[src/hw/rtl/bspline_curve_evaluator_core_assert.svh]
// Assertion helpers for the B-spline evaluator.
// Every check is sampled on the rising edge of clk and is held off during reset.
`ifndef BSPLINE_CURVE_EVALUATOR_CORE_ASSERT_SVH
`define BSPLINE_CURVE_EVALUATOR_CORE_ASSERT_SVH

// The consequent must hold in the same cycle as the antecedent.
`define BSPC_ASSERT_NOW(lbl, ante, cons) \
  lbl: assert property (@(posedge clk) disable iff (rst) (ante) |-> (cons)) \
    else $error("same-cycle check failed");

// The consequent must hold in the cycle after the antecedent.
`define BSPC_ASSERT_NEXT(lbl, ante, cons) \
  lbl: assert property (@(posedge clk) disable iff (rst) (ante) |=> (cons)) \
    else $error("next-cycle check failed");

`endif

[src/hw/rtl/bspc_pkg.sv]
package bspc_pkg;

  // Number formats.
  localparam int FRAC_BITS  = 16;
  localparam int TW         = 17;
  localparam logic [TW-1:0] ONE = TW'(1) << FRAC_BITS;

  // Sizes of the stores.
  localparam int MAX_POINTS = 32;
  localparam int MAX_DEGREE = 7;
  localparam int PT_AW      = 5;
  localparam int KNOT_DEPTH = MAX_POINTS + MAX_DEGREE + 2;
  localparam int KNOT_AW    = 6;
  localparam int W_DEPTH    = MAX_DEGREE + 1;

  // Shared divider widths: a 34-bit dividend over a 17-bit divisor.
  localparam int DIVD_W = 34;
  localparam int DIVS_W = 17;

  // Coordinate accumulator; the sum of 32 weighted points cannot overflow it.
  localparam int ACC_W = 56;
  localparam logic signed [ACC_W-1:0] SAT_HI = ACC_W'(64'sd2147483647);
  localparam logic signed [ACC_W-1:0] SAT_LO = ACC_W'(-64'sd2147483648);

  // Configuration port.
  localparam int ADDR_W = 3;
  localparam logic REG_DEGREE = 1'b0;
  localparam logic REG_COUNT  = 1'b1;

  // Request codes.
  localparam logic [1:0] REQ_WRITE = 2'd0;
  localparam logic [1:0] REQ_EVAL  = 2'd1;
  localparam logic [1:0] REQ_BUILD = 2'd2;

  // One control point as held in the point store.
  typedef struct packed {
    logic signed [31:0] x;
    logic signed [31:0] y;
    logic signed [31:0] z;
  } point_t;

  // Divider request and response.
  typedef struct packed {
    logic              start;
    logic [DIVD_W-1:0] dividend;
    logic [DIVS_W-1:0] divisor;
  } div_req_t;

  typedef struct packed {
    logic              busy;
    logic              done;
    logic [DIVD_W-1:0] quot;
  } div_rsp_t;

  // Floor division of the accumulator by ONE, then saturation to 32 bits.
  function automatic logic signed [31:0] finish_coord(input logic signed [ACC_W-1:0] acc);
    logic signed [ACC_W-1:0] q;
    q = acc >>> FRAC_BITS;
    if (q > SAT_HI) begin
      q = SAT_HI;
    end else if (q < SAT_LO) begin
      q = SAT_LO;
    end
    return q[31:0];
  endfunction

endpackage

[src/hw/rtl/bspc_div.sv]
module bspc_div (
  input  logic               clk,
  input  logic               rst,
  input  bspc_pkg::div_req_t req,
  output bspc_pkg::div_rsp_t rsp
);

  localparam int DW = bspc_pkg::DIVD_W;
  localparam int SW = bspc_pkg::DIVS_W;
  localparam int CW = $clog2(DW + 1);

  logic          busy;
  logic          done;
  logic [DW-1:0] quo;
  logic [SW-1:0] rem;
  logic [SW-1:0] dsr;
  logic [CW-1:0] cnt;
  logic [SW:0]   trial;
  logic          fits;

  // One quotient bit per cycle, restoring form.
  always_comb begin
    trial = {rem, quo[DW-1]};
    fits  = trial >= {1'b0, dsr};
  end

  always_ff @(posedge clk) begin
    if (rst) begin
      busy <= 1'b0;
      done <= 1'b0;
      cnt  <= '0;
    end else begin
      done <= 1'b0;
      if (req.start && !busy) begin
        busy <= 1'b1;
        quo  <= req.dividend;
        dsr  <= req.divisor;
        rem  <= '0;
        cnt  <= CW'(DW);
      end else if (busy) begin
        rem <= fits ? SW'(trial - {1'b0, dsr}) : trial[SW-1:0];
        quo <= {quo[DW-2:0], fits};
        cnt <= cnt - CW'(1);
        if (cnt == CW'(1)) begin
          busy <= 1'b0;
          done <= 1'b1;
        end
      end
    end
  end

  assign rsp.busy = busy;
  assign rsp.done = done;
  assign rsp.quot = quo;

endmodule

[config.mk]
export PLATFORM = sky130hd
export DESIGN_NAME = bspc_div
export DESIGN_NICKNAME = d
export VERILOG_FILES = /design/src/hw/rtl/bspline_curve_evaluator_core_assert.svh /design/src/hw/rtl/bspc_pkg.sv /design/src/hw/rtl/bspc_div.sv
export SDC_FILE = /design/constraint.sdc
export NUM_CORES = 1
export LEC_CHECK = 0
export BUFFER_PORTS_ARGS = -buffer_cell sky130_fd_sc_hd__buf_2
export CAP_MARGIN = 25
export CORE_MARGIN = 2
export CORE_UTILIZATION = 45
export CTS_CLUSTER_SIZE = 24
export DETAILED_ROUTE_END_ITERATION = 12
export GPL_ROUTABILITY_DRIVEN = 0
export PLACE_DENSITY = 0.75
export SYNTH_ARGS = -nofsm -noshare
export SYNTH_HDL_FRONTEND = slang
export SYNTH_SLANG_ARGS = --single-unit
[constraint.sdc]
create_clock -name clk -period 3.7 [get_ports clk]
set_clock_uncertainty 0.05 [all_clocks]
set_input_delay 0.74 -clock clk [delete_from_list [all_inputs] [get_ports clk]]
set_output_delay 0.74 -clock clk [all_outputs]
set_load 0.005 [all_outputs]
Yosys cells after proc, flatten, opt, wreduce, memory -nomap -nowiden
Index checks and enable logic that the tools add are counted.

Register bits after elaboration: 76. Latch bits: 0. Memory bits (writable): 0. Bits in read-only memories: 0. Input port bits: 54. Output and inout port bits: 36. Logic and storage cells: 30. Memories: 0.

$add $sub $neg: 2. $mul: 0. Divide/modulo/power cells: 0. Order comparisons: 1. Eq/ne operators: 1. Shift operators: 0. Muxes and demuxes: 10. Bitwise logic cells: 2. Reductions and logical operators: 7.

Operators with widths (count): 34-bit 2-to-1 mux (2); 17-bit 2-to-1 mux (2); 18-bit by 17-bit >= comparator with 1-bit output (1); 17-bit subtractor (1); 6-bit 2-to-1 mux (2); 6-bit by 1-bit == test with 1-bit output, second input constant (1); 6-bit by 1-bit subtractor with 6-bit output, second input constant (1); 1-bit 2-to-1 mux (4); 2-bit AND reduction (2); 3-bit OR reduction (1); 1-bit NOT (2); 2-bit nonzero test (1); 2-bit OR reduction (1); 1-bit logical AND (1); 1-bit zero test (1).

Depth between registers and ports, before layout
Depth in word-level cells: 4. Depth in mapped cells: 11. Mapped depth without buffers: 10.

Worst setup path after synthesis
OpenSTA, ideal clock, no wires.

Kind: input to register. From: input port rst. To: register quo[0] (enable). Setup time: 461 ps. Arrival time: 3117 ps. Required time: 3189 ps. Slack: 72 ps. Stages on the path: 2. Cells stage by stage: clkbuf_1 -> nor2_1.

Word-level cells in the longest chain between the ends: 2.

RTL lines: start: declaration (RTL line bspc_div.sv:3) `input logic rst,`; 1-bit NOT (no source line); 2-bit AND reduction (no source line); end signal: assignment (RTL line bspc_div.sv:36) `quo <= req.dividend;`; end signal: assignment (RTL line bspc_div.sv:42) `quo <= {quo[DW-2:0], fits};`; end: declaration (RTL line bspc_div.sv:14) `logic [DW-1:0] quo;`.

No other way between the ends. A chain may end at the register's enable or synchronous reset.

Final worst setup path
From: register quo[33]. To: register rem[7], data pin.

Word-level cells in the longest chain between the ends: 3. Elaborated cells on any way between the ends: 4. Classes of those cells: add/sub (1); order compare (1); mux (2).

RTL lines: 17-bit subtractor / 18-bit by 17-bit >= comparator with 1-bit output (equally long branches) (RTL line bspc_div.sv:41, bspc_div.sv:24); 17-bit 2-to-1 mux (*) (RTL line bspc_div.sv:41) `rem <= fits ? SW'(trial - {1'b0, dsr}) : trial[SW-1:0];`; 17-bit 2-to-1 mux (*) (RTL line bspc_div.sv:40) `end else if (busy) begin`; end signal: assignment (RTL line bspc_div.sv:41); end: declaration (RTL line bspc_div.sv:15) `logic [SW-1:0] rem;`.

Mark *: on every way between the ends. The rest lies on a longest branch, timed or not. The select of a mux whose other input is x is not followed.

==> flow_metrics.env <==
export IMPL_status="completed"
export IMPL_p_per_area_nw_per_um2=447
export IMPL_grt_first_pass_wirelength_um=14600
export IMPL_startpoint="quo[33]"
export IMPL_finalCritPeriodShare_pct=77.1
export IMPL_maxCapViolCount=0
export IMPL_rrSetupSlack_ns=0.85
export IMPL_tightest_slew_ns=0.738
export IMPL_htreeDepth=3
export IMPL_antenna_found_initial=0
export IMPL_regToRegEndpoint="rem[7]"
export IMPL_viasPerCell=5.24
export IMPL_grt_usage_pct=18.8
export IMPL_synth_warnings=0
export IMPL_yosys_register_bits=76
export IMPL_cp_required_ns=3.73
export IMPL_clockBufferDepth=2
export IMPL_die_area_um2=9810
export IMPL_hold_viol=0
export IMPL_antenna_cells=0
export IMPL_drt_iter0_drc=165
export IMPL_die_x_um=99.1
export IMPL_hold_start="cnt[5]"
export IMPL_port_buffers=89
export IMPL_syn_num_nets=493
export IMPL_cp_max_fo=13
export IMPL_worstRegToRegCells=10
export IMPL_grt_start_max_net_pins=41
export IMPL_chipHeight_um=99.1
export IMPL_grt_pass1_vias=3121
export IMPL_firstDrtPassIters=4
export IMPL_rsz0062_at_grt="false"
export IMPL_post_cts_setup_buffers=0
export IMPL_peakVddDrop_mv=0.278
export IMPL_hold_buffers=0
export IMPL_synthCells=419
export IMPL_io_pins=90
export IMPL_stdcell_area_um2=4780
export IMPL_final_cell_mix="nand2_1 (132), buf_2 (89), edfxtp_1 (68)"
export IMPL_drive_above_1_share_pct=23.5
export IMPL_clock_fmax_mhz=350
export IMPL_critPathKind="reg2reg"
export IMPL_mostFrequentLayoutCell="nand2_1"
export IMPL_final_nets=579
export IMPL_cts_tree="built"
export IMPL_r2r_start="quo[33]"
export IMPL_path_clk_slew_ns=0.08
export IMPL_drc=0
export IMPL_ys_seq_area_share_pct=54.2
export IMPL_post_route_min_period_ns=2.85
export IMPL_dpl_cell_area_um2=4610
export IMPL_start_kind="register"
export IMPL_cts_buffers=9
export IMPL_syn_area_um2=4070
export IMPL_setup_viol=0
export IMPL_crit_end="rem[7]"
export IMPL_initial_core_util_pct=46.4
export IMPL_hpwl_um=6340
export IMPL_ant_nets=0
export IMPL_drv_slew=0
export IMPL_leakagePower_nw=2.13
export IMPL_synth_cell_types=45
export IMPL_wl_per_cell_um=14.3
export IMPL_row_count=34
export IMPL_via_count=3239
export IMPL_slew_headroom_pct=50.6
export IMPL_fin_tns_setup_ns=0
export IMPL_coreArea_um2=8760
export IMPL_clk_latency_ns=0.36
export IMPL_drt_total_wl_um=8860
export IMPL_cts_root_buf="clkbuf_8"
export IMPL_avgSynthCellArea_um2=9.71
export IMPL_syn2layout_area_growth_pct=17.6
export IMPL_crit_arrival_ns=2.89
export IMPL_cp_end_kind="register"
export IMPL_cts_sinks=76
export IMPL_ctsResizeCount=0
export IMPL_min_path_type="reg2reg"
export IMPL_overflow=0
==> cells by family after synthesis <==
logic type | synth area share (%)
AOI/OAI and AO/OA | 12.3
adders and majority gates | 6.34
DFF | 54.2
xor gates and xnor gates | 3.02
buffers and inverters | 4.40
and+or+nand+nor | 19.5
muxes | 0.246
==> registers in the layout (all words and copies together) (netlist names) <==
register  flops
done          1
busy          1
dsr          17
quo          34
cnt           6
rem          17
==> worst min-delay path by stage <==
stage / slack [ns] / depth (start not counted) / end
4_1_cts: 0.44 / 1 / done
3_5_place_dp: 0.43 / 1 / done
3_3_place_gp: 0.43 / 1 / done
5_1_grt: 0.46 / 1 / done
2_1_floorplan: 0.40 / 1 / done
6_report: 0.44 / 1 / done
==> synth_stat cells (all sizes together) <==
cell type | instances | area share [%]
nand2b | 4 | 0.62
nor4 | 4 | 0.77
dfxtp | 8 | 3.9
a31oi | 2 | 0.31
buf | 8 | 1.2
xor2 | 8 | 1.7
inv | 23 | 2.1
a21oi | 29 | 3.6
a311oi | 2 | 0.43
or3 | 2 | 0.31
nor3 | 8 | 0.98
a21o | 5 | 0.92
o21a | 4 | 0.74
ha | 19 | 5.8
a2111oi | 1 | 0.22
nor2 | 19 | 1.8
clkbuf | 12 | 1.1
o21bai | 2 | 0.37
o21ai | 13 | 1.8
o211a | 2 | 0.49
nand2 | 134 | 12
and4 | 1 | 0.22
nand3 | 9 | 1.1
o31a | 1 | 0.22
or3b | 2 | 0.43
edfxtp | 68 | 50
a211o | 1 | 0.22
xnor2 | 6 | 1.3
nor2b | 3 | 0.46
mux2i | 1 | 0.25
o22ai | 2 | 0.31
fa | 1 | 0.49
o211ai | 2 | 0.49
nor4b | 1 | 0.22
nand4 | 1 | 0.15
o31ai | 1 | 0.31
a211oi | 10 | 2.0
==> final cells by class <==
class / count / area [µm²]
Sequential cell: 76 / 2200
Inverter: 23 / 86.3
Multi-Input combinational cell: 300 / 1700
Fill cell: 817 / 3980
Clock buffer: 10 / 128
Timing Repair Buffer: 95 / 490
Clock inverter: 6 / 40.0
Tap cell: 108 / 135
==> stage by stage <==
| stage | setup slack [ns] | util (%) | hold slack [ns] | total power, mW | std cells |
|---|---|---|---|---|---|
| 6_report | 0.846 | 54.6 | 0.444 | 2.14 | 618 |
| 5_1_grt | 0.654 | 54.6 | 0.456 | 2.26 | 618 |
| 2_1_floorplan | 0.0721 | - | 0.397 | 1.45 | 419 |
| 3_3_place_gp | 0.982 | 52.7 | 0.432 | 1.58 | 602 |
| 3_5_place_dp | 0.881 | 52.7 | 0.429 | 1.59 | 602 |
| 4_1_cts | 0.848 | 54.6 | 0.442 | 2.15 | 618 |
==> routing by layer <==
layer  global-route usage, %  vias to the layer above  routed length (µm)
li1                        -                     1627                   -
met1                    25.1                     1508                4050
met2                    28.1                       89                4000
met3                    6.03                       15                 631
met4                    8.11                        0                 183
met5                       0                        -                   0
==> worst max-delay path, stage by stage, from the launching register on <==
cell and delay, ns:
edfxtp_1 0.41, inv_1 0.08, ha_1 0.16, inv_1 0.06
fa_1 0.41, a21oi_1 0.23, o211ai_2 0.19, a211oi_2 0.25
o21a_1 0.49, or3b_1 0.19, a21oi_1 0.06
==> where the power goes <==
part           total [mW]  internal (mW)  switching (mW)
Sequential           1.07           1.03          0.0412
Clock               0.563          0.242           0.320
Combinational       0.504          0.207           0.296
Total                2.14           1.48           0.658
Power figures use the tool's default switching activity.
